$ cat src/design/page_alias_registry_top_defines.svh
// Assertion macros for the page alias registry.
// Used by the top level; expects clk_i and rst_ni in scope.
`ifndef PAGE_ALIAS_REGISTRY_TOP_DEFINES_SVH
`define PAGE_ALIAS_REGISTRY_TOP_DEFINES_SVH

// Same-cycle implication, disabled during reset.
`define PAR_ASSERT_NOW(label, ante, cons) \
  label: assert property (@(posedge clk_i) disable iff (!rst_ni) (ante) |-> (cons)) \
    else $error("page alias registry check failed");

// Next-cycle implication, disabled during reset.
`define PAR_ASSERT_NEXT(label, ante, cons) \
  label: assert property (@(posedge clk_i) disable iff (!rst_ni) (ante) |=> (cons)) \
    else $error("page alias registry check failed");

`endif

$ cat src/design/par_pkg.sv
// Shared types and constants of the page alias registry.
// No dependencies; used by the interfaces and all modules.
package par_pkg;

  localparam int unsigned VIRT_W   = 64;
  localparam int unsigned PHYS_W   = 48;
  localparam int unsigned STATUS_W = 3;

  // Command codes
  localparam logic CMD_INSERT = 1'b0;
  localparam logic CMD_LOOKUP = 1'b1;

  // Result status codes
  typedef enum logic [STATUS_W-1:0] {
    STATUS_UPDATED  = 3'd0,
    STATUS_APPENDED = 3'd1,
    STATUS_FULL     = 3'd2,
    STATUS_HIT      = 3'd3,
    STATUS_MISS     = 3'd4
  } par_status_e;

  // Write request from the sequencer to the table
  typedef struct packed {
    logic              virt_en;
    logic              phys_en;
    logic [VIRT_W-1:0] virt;
    logic [PHYS_W-1:0] phys;
  } par_wr_t;

endpackage

$ cat src/design/par_if.sv
// Valid/ready channel interfaces for requests and responses.
// Depends on par_pkg for field widths.
interface par_req_if import par_pkg::*; ();
  logic              valid;
  logic              ready;
  logic              command;
  logic [VIRT_W-1:0] virt_addr;
  logic [PHYS_W-1:0] phys_addr;

  modport source (output valid, command, virt_addr, phys_addr, input ready);
  modport sink   (input valid, command, virt_addr, phys_addr, output ready);
endinterface

interface par_rsp_if import par_pkg::*; ();
  logic                valid;
  logic                ready;
  logic [STATUS_W-1:0] status;
  logic [PHYS_W-1:0]   found_phys;

  modport source (output valid, status, found_phys, input ready);
  modport sink   (input valid, status, found_phys, output ready);
endinterface

$ cat src/design/page_alias_registry_top.sv
// Top level: sequencer plus entry table. An accepted request scans the valid entries
// in order until a match or the end, then loads its result into the output register.
// One item at a time; the block is ready again in the cycle after its result is loaded.
// Reset (rst_ni low, async) empties the table; no clearing pass is needed.
module page_alias_registry_top import par_pkg::*; #(
  parameter int unsigned CAPACITY = 16
) (
  input  logic      clk_i,
  input  logic      rst_ni,
  par_req_if.sink   req_i,
  par_rsp_if.source rsp_o
);

`include "page_alias_registry_top_defines.svh"

  localparam int unsigned IdxW = (CAPACITY > 1) ? $clog2(CAPACITY) : 1;
  localparam int unsigned CntW = $clog2(CAPACITY + 1);

  par_wr_t           wr;
  logic [IdxW-1:0]   waddr;
  logic              rd_en;
  logic [IdxW-1:0]   raddr;
  logic [VIRT_W-1:0] rd_virt;
  logic [PHYS_W-1:0] rd_phys;

  par_seq #(
    .Capacity (CAPACITY),
    .IdxW     (IdxW),
    .CntW     (CntW)
  ) u_seq (
    .clk_i     (clk_i),
    .rst_ni    (rst_ni),
    .req_i     (req_i),
    .rsp_o     (rsp_o),
    .wr_o      (wr),
    .waddr_o   (waddr),
    .rd_en_o   (rd_en),
    .raddr_o   (raddr),
    .rd_virt_i (rd_virt),
    .rd_phys_i (rd_phys)
  );

  par_table #(
    .Depth (CAPACITY),
    .IdxW  (IdxW)
  ) u_table (
    .clk_i     (clk_i),
    .wr_i      (wr),
    .waddr_i   (waddr),
    .rd_en_i   (rd_en),
    .raddr_i   (raddr),
    .rd_virt_o (rd_virt),
    .rd_phys_o (rd_phys)
  );

  // The sequencer takes one item at a time
  `PAR_ASSERT_NEXT(a_busy_after_accept, req_i.valid && req_i.ready, !req_i.ready)
  // Only a lookup hit carries a physical address
  `PAR_ASSERT_NOW(a_phys_only_on_hit, rsp_o.valid && (rsp_o.status != STATUS_HIT), rsp_o.found_phys == '0)
  // A table write never coincides with an accepted request
  `PAR_ASSERT_NOW(a_no_write_when_idle, req_i.ready, !wr.virt_en && !wr.phys_en)

endmodule

$ cat src/design/par_table.sv
// Entry storage: virtual keys and physical addresses, one write port and
// one registered read port. Depends on par_pkg.
module par_table import par_pkg::*; #(
  parameter int unsigned Depth = 16,
  parameter int unsigned IdxW  = 4
) (
  input  logic              clk_i,
  input  par_wr_t           wr_i,
  input  logic [IdxW-1:0]   waddr_i,
  input  logic              rd_en_i,
  input  logic [IdxW-1:0]   raddr_i,
  output logic [VIRT_W-1:0] rd_virt_o,
  output logic [PHYS_W-1:0] rd_phys_o
);

  logic [VIRT_W-1:0] virt_mem [Depth];
  logic [PHYS_W-1:0] phys_mem [Depth];
  logic [VIRT_W-1:0] rd_virt_q;
  logic [PHYS_W-1:0] rd_phys_q;

  // Write entries, read one entry per cycle while rd_en_i is set into the output register
  always_ff @(posedge clk_i) begin
    if (wr_i.virt_en) begin
      virt_mem[waddr_i] <= wr_i.virt;
    end
    if (wr_i.phys_en) begin
      phys_mem[waddr_i] <= wr_i.phys;
    end
    if (rd_en_i) begin
      rd_virt_q <= virt_mem[raddr_i];
      rd_phys_q <= phys_mem[raddr_i];
    end
  end

  assign rd_virt_o = rd_virt_q;
  assign rd_phys_o = rd_phys_q;

endmodule

$ cat src/design/par_seq.sv
// Scan sequencer: walks the valid entries one per cycle through a single
// key comparator, then updates, appends or answers. Depends on par_pkg.
module par_seq import par_pkg::*; #(
  parameter int unsigned Capacity = 16,
  parameter int unsigned IdxW     = 4,
  parameter int unsigned CntW     = 5
) (
  input  logic              clk_i,
  input  logic              rst_ni,
  par_req_if.sink           req_i,
  par_rsp_if.source         rsp_o,
  output par_wr_t           wr_o,
  output logic [IdxW-1:0]   waddr_o,
  output logic              rd_en_o,
  output logic [IdxW-1:0]   raddr_o,
  input  logic [VIRT_W-1:0] rd_virt_i,
  input  logic [PHYS_W-1:0] rd_phys_i
);

  typedef enum logic [1:0] {
    S_IDLE,
    S_SCAN,
    S_DONE
  } state_e;

  state_e            state_q;
  logic              cmd_q;
  logic [VIRT_W-1:0] key_q;
  logic [PHYS_W-1:0] pa_q;
  logic [CntW-1:0]   count_q;
  logic [CntW-1:0]   scan_q;
  logic              pend_q;
  logic [IdxW-1:0]   pend_idx_q;
  par_status_e       res_status_q;
  logic [PHYS_W-1:0] res_phys_q;
  logic              rsp_valid_q;
  par_status_e       rsp_status_q;
  logic [PHYS_W-1:0] rsp_phys_q;

  logic        issue;
  logic        match;
  logic        exhausted;
  logic        has_room;
  par_status_e status_d;
  logic [PHYS_W-1:0] phys_d;

  // Scan control and the shared key compare
  always_comb begin
    issue     = (state_q == S_SCAN) && (scan_q < count_q);
    match     = (state_q == S_SCAN) && pend_q && (rd_virt_i == key_q);
    exhausted = (state_q == S_SCAN) && !pend_q && !(scan_q < count_q);
    has_room  = count_q < CntW'(Capacity);

    rd_en_o = issue;
    raddr_o = scan_q[IdxW-1:0];

    wr_o      = '0;
    wr_o.virt = key_q;
    wr_o.phys = pa_q;
    waddr_o   = pend_idx_q;
    status_d  = STATUS_MISS;
    phys_d    = '0;

    priority if (match) begin
      if (cmd_q == CMD_INSERT) begin
        wr_o.phys_en = 1'b1;
        status_d     = STATUS_UPDATED;
      end else begin
        status_d = STATUS_HIT;
        phys_d   = rd_phys_i;
      end
    end else if (exhausted) begin
      if (cmd_q == CMD_LOOKUP) begin
        status_d = STATUS_MISS;
      end else if (has_room) begin
        wr_o.virt_en = 1'b1;
        wr_o.phys_en = 1'b1;
        waddr_o      = count_q[IdxW-1:0];
        status_d     = STATUS_APPENDED;
      end else begin
        status_d = STATUS_FULL;
      end
    end else begin
      status_d = STATUS_MISS;
    end
  end

  assign req_i.ready      = (state_q == S_IDLE);
  assign rsp_o.valid      = rsp_valid_q;
  assign rsp_o.status     = rsp_status_q;
  assign rsp_o.found_phys = rsp_phys_q;

  // Hold state, entry count and the output register
  always_ff @(posedge clk_i or negedge rst_ni) begin
    if (!rst_ni) begin
      state_q     <= S_IDLE;
      count_q     <= '0;
      scan_q      <= '0;
      pend_q      <= 1'b0;
      rsp_valid_q <= 1'b0;
    end else begin
      // Drop the result once its transfer completes, unless a new one loads now
      if (rsp_valid_q && rsp_o.ready && (state_q != S_DONE)) begin
        rsp_valid_q <= 1'b0;
      end
      unique case (state_q)
        S_IDLE: begin
          if (req_i.valid) begin
            cmd_q   <= req_i.command;
            key_q   <= req_i.virt_addr;
            pa_q    <= req_i.phys_addr;
            scan_q  <= '0;
            pend_q  <= 1'b0;
            state_q <= S_SCAN;
          end
        end
        S_SCAN: begin
          pend_q     <= issue;
          pend_idx_q <= scan_q[IdxW-1:0];
          if (issue) begin
            scan_q <= CntW'(scan_q + 1'b1);
          end
          if (match || exhausted) begin
            res_status_q <= status_d;
            res_phys_q   <= phys_d;
            if (wr_o.virt_en) begin
              count_q <= CntW'(count_q + 1'b1);
            end
            state_q <= S_DONE;
          end
        end
        S_DONE: begin
          // Advance once the output register is free
          if (!rsp_valid_q || rsp_o.ready) begin
            rsp_valid_q  <= 1'b1;
            rsp_status_q <= res_status_q;
            rsp_phys_q   <= res_phys_q;
            state_q      <= S_IDLE;
          end
        end
        default: state_q <= S_IDLE;
      endcase
    end
  end

endmodule

$ cat src/flat_wrapper.sv
// flat-port wrapper written by rule: the top's interface ports become plain ports
module page_alias_registry_top_flat import par_pkg::*;
#(
  parameter int unsigned CAPACITY = 16
)
  (clk_i, rst_ni, req_i_valid, req_i_command, req_i_virt_addr, req_i_phys_addr, req_i_ready, rsp_o_valid, rsp_o_status, rsp_o_found_phys, rsp_o_ready);
  par_req_if req_i_i ();
  par_rsp_if rsp_o_i ();
  input  logic clk_i;
  input  logic rst_ni;
  input wire logic [$bits(req_i_i.valid)-1:0] req_i_valid;
  input wire logic [$bits(req_i_i.command)-1:0] req_i_command;
  input wire logic [$bits(req_i_i.virt_addr)-1:0] req_i_virt_addr;
  input wire logic [$bits(req_i_i.phys_addr)-1:0] req_i_phys_addr;
  output wire logic [$bits(req_i_i.ready)-1:0] req_i_ready;
  output wire logic [$bits(rsp_o_i.valid)-1:0] rsp_o_valid;
  output wire logic [$bits(rsp_o_i.status)-1:0] rsp_o_status;
  output wire logic [$bits(rsp_o_i.found_phys)-1:0] rsp_o_found_phys;
  input wire logic [$bits(rsp_o_i.ready)-1:0] rsp_o_ready;
  assign req_i_i.valid = req_i_valid;
  assign req_i_i.command = req_i_command;
  assign req_i_i.virt_addr = req_i_virt_addr;
  assign req_i_i.phys_addr = req_i_phys_addr;
  assign req_i_ready = req_i_i.ready;
  assign rsp_o_valid = rsp_o_i.valid;
  assign rsp_o_status = rsp_o_i.status;
  assign rsp_o_found_phys = rsp_o_i.found_phys;
  assign rsp_o_i.ready = rsp_o_ready;
  page_alias_registry_top #(.CAPACITY(CAPACITY)) u_core (.clk_i(clk_i), .rst_ni(rst_ni), .req_i(req_i_i), .rsp_o(rsp_o_i));
endmodule
$ cat config.mk
export PLATFORM = sky130hd
export DESIGN_NAME = page_alias_registry_top_flat
export DESIGN_NICKNAME = d
export VERILOG_FILES = /design/src/design/par_pkg.sv /design/src/design/par_if.sv /design/src/design/page_alias_registry_top.sv /design/src/design/par_table.sv /design/src/design/par_seq.sv /design/src/flat_wrapper.sv
export VERILOG_INCLUDE_DIRS = /design/src /design/src/design
export SDC_FILE = /design/constraint.sdc
export NUM_CORES = 2
export LEC_CHECK = 0
export ABC_CLOCK_PERIOD_IN_PS = 9750
export BUFFER_PORTS_ARGS = -buffer_cell sky130_fd_sc_hd__buf_2
export CORE_UTILIZATION = 45
export CTS_CLUSTER_SIZE = 30
export DETAILED_ROUTE_END_ITERATION = 16
export PLACE_DENSITY = 0.72
export SYNTH_ARGS = -nofsm -noshare
export SYNTH_HDL_FRONTEND = slang
export SYNTH_SLANG_ARGS = --single-unit
$ cat constraint.sdc
create_clock -name clk_i -period 9.75 [get_ports clk_i]
set_input_delay 1.95 -clock clk_i [delete_from_list [all_inputs] [get_ports clk_i]]
set_output_delay 1.95 -clock clk_i [all_outputs]
set_load 0.02 [all_outputs]
**Word level (Yosys, flattened, before mapping)**

Memory sizes are Yosys's and may differ from the RTL's. A register that Yosys moved wholly into a read port is not among the register bits.
Cells that the tools add are included.
Widths: inputs -> output; s select.

- Add/subtract/negate cells: 2
- Magnitude comparators: 2
- Equality and inequality tests: 8
- Mux-type cells: 31
- Reductions and logical operators: 23

Operator list:

| operator | number |
|---|---|
| $eq 64x64->1 | 1 |
| $reduce_and 3->1 | 6 |
| $mux 2 | 8 |
| $mux 4 | 4 |
| $mux 1 | 11 |
| $add 5x1->5 const B | 2 |
| $mux 5 | 2 |
| $pmux 5 s2 | 1 |
| $mux 3 | 3 |
| $logic_and 1x1->1 | 7 |
| $ne 2x2->1 const B | 3 |
| $pmux 2 s3 | 1 |
| $reduce_and 2->1 | 3 |
| $lt 5x5->1 | 1 |
| $lt 5x5->1 const B | 1 |
| $ne 2x1->1 const B | 2 |
| $logic_not 1->1 | 3 |
| $eq 2x1->1 const B | 1 |
| $eq 2x2->1 const B | 1 |
| $logic_not 2->1 | 1 |
| $logic_or 1x1->1 | 2 |
| $pmux 1 s2 | 1 |
| $reduce_bool 2->1 | 1 |

- Register bits: 233
- RAM bits: 1,792
- Output and inout port bits: 53
- Word-level logic and storage cells: 81
- Memories: 2

Memories:

| name | depth | bits a word | read ports | clocked after Yosys merged registers in | write ports | line | source |
|---|---|---|---|---|---|---|---|
| u_core.u_table.virt_mem | 16 | 64 | 1 | 1 | 1 | par_table.sv:16 | `logic [VIRT_W-1:0] virt_mem [Depth];` |
| u_core.u_table.phys_mem | 16 | 48 | 1 | 1 | 1 | par_table.sv:17 | `logic [PHYS_W-1:0] phys_mem [Depth];` |

**Longest topological paths before layout**

- Word-level depth: 7
- Mapped depth: 10
- Mapped depth without buffers: 8

**By module**

Synthesis repeated with hierarchy kept, for this count alone.

- Cell total of the unflattened synthesis: 3,355
- Area total of the unflattened synthesis: 78,861.9 um^2

By module, submodules not included:

| module | times used | cells an instance | area each (um^2) | sequential area each (um^2) |
|---|---|---|---|---|
| par_table | 1 | 2,889 | 70,351.2 | 57,174.8 |
| par_seq | 1 | 466 | 8,510.7 | 6,926.6 |

**Least setup slack after synthesis**

No wires, ideal clock.

- Kind: flip-flop to flip-flop
- Start point: register u_core.u_seq.count_q[2]
- End point: memory u_core.u_table.virt_mem[2][0], enable pin
- Library setup time: 0.644 ns
- Data arrival time: 7.839 ns
- Data required time: 9.106 ns
- Setup slack: 1.267 ns
- Cell stages (with the launch flop): 8
- Path buffers: 1
- Cell sequence: dfrtp_1 > clkbuf_1 > inv_1 > ha_1 > nand3_1 > o21ai_0 > nand3_1 > nor4_1

- Word-level cells in the longest chain between the ends: 7
- Elaborated cells on any way between the ends: 14
- Those cells by class: order compare: 2; mux: 10; reduce/logical: 2

Ends and longest elaborated chain:

| what | line | source |
|---|---|---|
| start, declared | par_seq.sv:30 | `logic [CntW-1:0] count_q;` |
| start signal, assigned | par_seq.sv:127 | `count_q <= CntW'(count_q + 1'b1);` |
| $lt 5x5->1 (on tied branches) | par_seq.sv:52, par_seq.sv:51 |  |
| $mux 2 or $logic_not 1->1 (tied branches) | par_seq.sv:75, par_seq.sv:51 |  |
| $mux 2 or $logic_and 1x1->1 (tied branches) | par_seq.sv:73, par_seq.sv:51 |  |
| $mux 2 | par_seq.sv:72 | `end else if (exhausted) begin` |
| $mux 1 | par_seq.sv:64 | `priority if (match) begin` |
| $mux 1 | par_table.sv:23 | `if (wr_i.virt_en) begin` |
| $mux 1 (not written as such) | par_table.sv:24 | `virt_mem[waddr_i] <= wr_i.virt;` |
| end, declared | par_table.sv:16 |  |

Parallel ways exist; a longest one is shown, timed or not.

**Worst setup path in the final report**

- Start point: register u_core.u_seq.scan_q[0]
- End point: register u_core.u_table.rd_phys_q[44] (netlist: u_core.u_table.rd_phys_o[44]) (read register of u_core.u_table.phys_mem) (data pin)

- Word-level cells in the longest chain between the ends: 2

Ends and longest elaborated chain:

| what | line | source |
|---|---|---|
| start, declared | par_seq.sv:31 | `logic [CntW-1:0] scan_q;` |
| start signal, assigned | par_seq.sv:121 | `scan_q <= CntW'(scan_q + 1'b1);` |
| $lt 5x5->1 | par_seq.sv:49 | `issue = (state_q == S_SCAN) && (scan_q < count_q);` |
| $logic_and 1x1->1 | par_seq.sv:49 |  |
| end, declared | par_table.sv:19 | `logic [PHYS_W-1:0] rd_phys_q;` |

Parallel ways exist; a longest one is shown, timed or not.
A chain may end at the register's enable or synchronous reset.

==> results.json <==
{
  "status": "complete, no violations",
  "final_cell_area_um2": 90290,
  "layout_commonest_cell": "edfxtp_1",
  "totalWireLength_um": 184100,
  "worst_pin_slew_ps": 1248,
  "async_reset_ff_share_pct": 0.6551,
  "synth_top_area_cell": "edfxtp_1",
  "drt-met1-wl_um": 74990,
  "gp_congestion": 0.7669,
  "start_util_pct": 45.46,
  "grt_pass1_vias": 39680,
  "clkSlewWorstSetupHoldPaths_ps": 60,
  "avgSynthCellArea_um2": 20.25,
  "hold_depth": 0,
  "fin_cells": 6704,
  "ir_drop_uv": 247.6,
  "cts-buffers-inserted": 196,
  "synth_nets": 4094,
  "fillers": 13670,
  "vias": 39550,
  "dp_hpwl_um": 93190,
  "ys_seq_elements": 2137,
  "dr_wl_met2_um": 89760,
  "synthCells": 3971,
  "worstReg2RegEnd": "u_core.u_table.rd_phys_o[44]$_DFFE_PP_",
  "r2r_start": "u_core.u_seq.scan_q[0]$_DFFE_PN0P_",
  "cts_buffer_depth": 3,
  "worst_setup_path_end_kind": "flop",
  "setup_viol": 0,
  "wire_per_inst_um": 27.46,
  "maxCapViolCount": 0,
  "max_clock_freq_ghz": 0.1837,
  "p_comb_share_pct": 19.1,
  "synth-edff-count": 2123,
  "htree_levels": 4,
  "cts_tree": "done",
  "required_ps": 10330,
  "switching_share_pct": 27.32,
  "cts_resized": 0,
  "worst_slack_ps": 4306,
  "firstDrtPassIters": 5,
  "setup_tns_ps": 0,
  "num_io_pins": 170,
  "cts_setup_buffers": 0,
  "port_buffers": 169,
  "post-route-period-util_pct": 55.84,
  "crit_type": "reg2reg",
  "syn-cell-area_um2": 80410,
  "row_count": 154,
  "ys.flop_type": "edfxtp_1",
  "reg2reg_depth": 9,
  "final_antenna_net_count": 0,
  "drive_gt1_share_pct": 20.27,
  "cts_root_buf": "clkbuf_16",
  "area_growth_pct": 12.29,
  "wl_met3_um": 14140,
  "layout.nets": 4331,
  "rsz0062_at_grt": "false",
  "drc": 0,
  "die_y_um": 424.7,
  "yosysTopAreaCellShare_pct": 79.28,
  "min_period_ps": 5444,
  "yosys_warnings": 0,
  "p_clk_share_pct": 31.5,
  "min_from": "u_core.u_seq.res_phys_q[40]$_SDFFCE_PN0P_",
  "cp_max_fo": 62,
  "avgViaCountPerCell": 5.899,
  "fp.dieW_um": 424.7,
  "grt_first_pass_wirelength_um": 267700,
  "gr-total-overflow": 0,
  "drt_iter0_drc": 4622,
  "placed_area_um2": 84290,
  "placed_cells": 6350,
  "seqPwrFrac_pct": 49.4,
  "insertion_delay_ps": 830,
  "final_cell_mix": "edfxtp_1, mux2i_1, o21ai_0, mux4_2, clkbuf_16",
  "yosysSeqAreaShare_pct": 79.71,
  "rrSetupSlack_ps": 4310,
  "pre_cts_slack_ps": 4119,
  "crit_arrival_ps": 6020,
  "hp-class": "reg2reg",
  "leakagePower_nw": 28.64,
  "switching_power_mw": 6.296,
  "drv_slew": 0,
  "synth_cell_types": 48,
  "ctsHoldBuffers": 0,
  "coreArea_um2": 176900,
  "grt_max_degree": 160,
  "hold_viol_final": 0,
  "antenna_found_initial": 14,
  "start_kind": "flop",
  "holdPathEnd": "u_core.u_seq.rsp_o.found_phys[40]$_DFFE_PP_",
  "top_layer": "met5",
  "finClkSkew_ps": 27.87,
  "total_power_mw": 23.05,
  "p_per_area_nw_per_um2": 255.3,
  "cts.sinks": 2137,
  "die-area_um2": 180400,
  "track_usage_pct": 20.28,
  "slew_headroom_pct": 16.57,
  "p_int_mw": 16.75,
  "synth_area_leaders": "edfxtp_1, mux4_2, mux2i_1"
}
==> how the worst max path moves through the flow <==
| stage | end | slack [ps] | startpoint | depth (start not counted) |
|---|---|---|---|---|
| after floorplan | u_core.u_table.virt_mem[2][0]$_DFFE_PP_ | 1270 | u_core.u_seq.count_q[2]$_DFFE_PN0P_ | 7 |
| after global placement | u_core.u_table.rd_phys_o[42]$_DFFE_PP_ | 4100 | u_core.u_seq.scan_q[0]$_DFFE_PN0P_ | 9 |
| after detailed placement | u_core.u_table.rd_phys_o[44]$_DFFE_PP_ | 4120 | u_core.u_seq.scan_q[0]$_DFFE_PN0P_ | 9 |
| after CTS | u_core.u_table.rd_phys_o[44]$_DFFE_PP_ | 4130 | u_core.u_seq.scan_q[0]$_DFFE_PN0P_ | 9 |
| after global routing | u_core.u_table.rd_phys_o[44]$_DFFE_PP_ | 3800 | u_core.u_seq.scan_q[0]$_DFFE_PN0P_ | 9 |
| final | u_core.u_table.rd_phys_o[44]$_DFFE_PP_ | 4310 | u_core.u_seq.scan_q[0]$_DFFE_PN0P_ | 9 |
==> stage by stage <==
step / hold WS, ps / utilization (%)
floorplan: 400.3 / -
global placement: 405.0 / 47.65
detailed placement: 404.5 / 47.65
CTS: 418.1 / 51.04
global route: 420.6 / 51.04
finish: 416.7 / 51.05
==> power by group through the flow <==
| stage | registers, mW | clock network (mW) | logic, mW |
|---|---|---|---|
| 2_1_floorplan | 11.4 | 0 | 3.19 |
| 3_3_place_gp | 11.6 | 0 | 4.36 |
| 3_5_place_dp | 11.6 | 0 | 4.41 |
| 4_1_cts | 11.4 | 7.35 | 4.43 |
| 5_1_grt | 11.4 | 7.70 | 4.70 |
| 6_report | 11.4 | 7.26 | 4.40 |
==> critical path: stages (launching register included) <==
cell     delay [ps]
dfrtp_4         880
buf_4           780
buf_4           910
buf_4           850
buf_4           770
mux2_2          400
o21ai_0         140
a21oi_1          90
o21ai_0         230
nand2_1          80
==> routing by layer <==
layer | up-vias | global-route usage [%]
met4 | 4 | 6.576
met5 | - | 0
met3 | 307 | 3.319
li1 | 16770 | -
met2 | 1802 | 32.73
met1 | 20670 | 28.24
==> sequential cells by signal, indices dropped and copies added (netlist names) <==
register,flops
u_core.u_seq.cmd_q,1
u_core.u_seq.rsp_o.status,3
u_core.u_seq.scan_q,5
u_core.u_table.rd_phys_o,48
u_core.u_seq.rsp_o.valid,1
u_core.u_seq.count_q,5
u_core.u_seq.res_status_q,3
u_core.u_seq.pa_q,48
u_core.u_seq.pend_idx_q,4
u_core.u_seq.key_q,64
u_core.u_table.phys_mem,768
u_core.u_seq.state_q,2
u_core.u_table.virt_mem,1024
u_core.u_table.rd_virt_o,64
u_core.u_seq.rsp_o.found_phys,48
u_core.u_seq.pend_q,1
u_core.u_seq.res_phys_q,48
==> layout make-up <==
type                            count  area, um2  share of cell area [%]
Clock buffer                      234       5175                   5.731
Antenna cell                        7      17.52                 0.01940
Clock inverter                    113      808.3                  0.8952
Tap cell                         2340       2928                   3.243
Sequential cell                  2137      64120                   71.01
Multi-Input combinational cell   1616      15780                   17.48
Inverter                           18      72.57                 0.08037
Timing Repair Buffer              239       1396                   1.546
==> cell families (layout without fill, tap and decap cells) <==
family / Yosys count / after routing / synth area share (%)
multiplexers: 675 / 675 / 12.06
AO/OA/AOI/OAI: 614 / 614 / 4.819
buffers and inverters: 218 / 604 / 1.091
flip-flops: 2137 / 2137 / 79.71
adder cells (fa/ha/maj): 6 / 6 / 0.09336
other: 0 / 7 / 0
XOR/XNOR: 58 / 58 / 0.6317
AND/OR/NAND/NOR: 263 / 263 / 1.589
==> Yosys cell counts (15+ instances only) <==
| library cell | n |
|---|---|
| inv_1 | 18 |
| clkbuf_1 | 140 |
| mux4_2 | 224 |
| a211oi_1 | 16 |
| nand2_1 | 130 |
| mux2i_1 | 339 |
| nor2_1 | 15 |
| a221oi_1 | 113 |
| and2_1 | 52 |
| edfxtp_1 | 2123 |
| a21oi_1 | 115 |
| buf_1 | 23 |
| xnor2_1 | 44 |
| a22oi_1 | 112 |
| o21ai_0 | 235 |
| mux2_2 | 112 |
| buf_2 | 33 |
(Power assumes the default switching activity.)
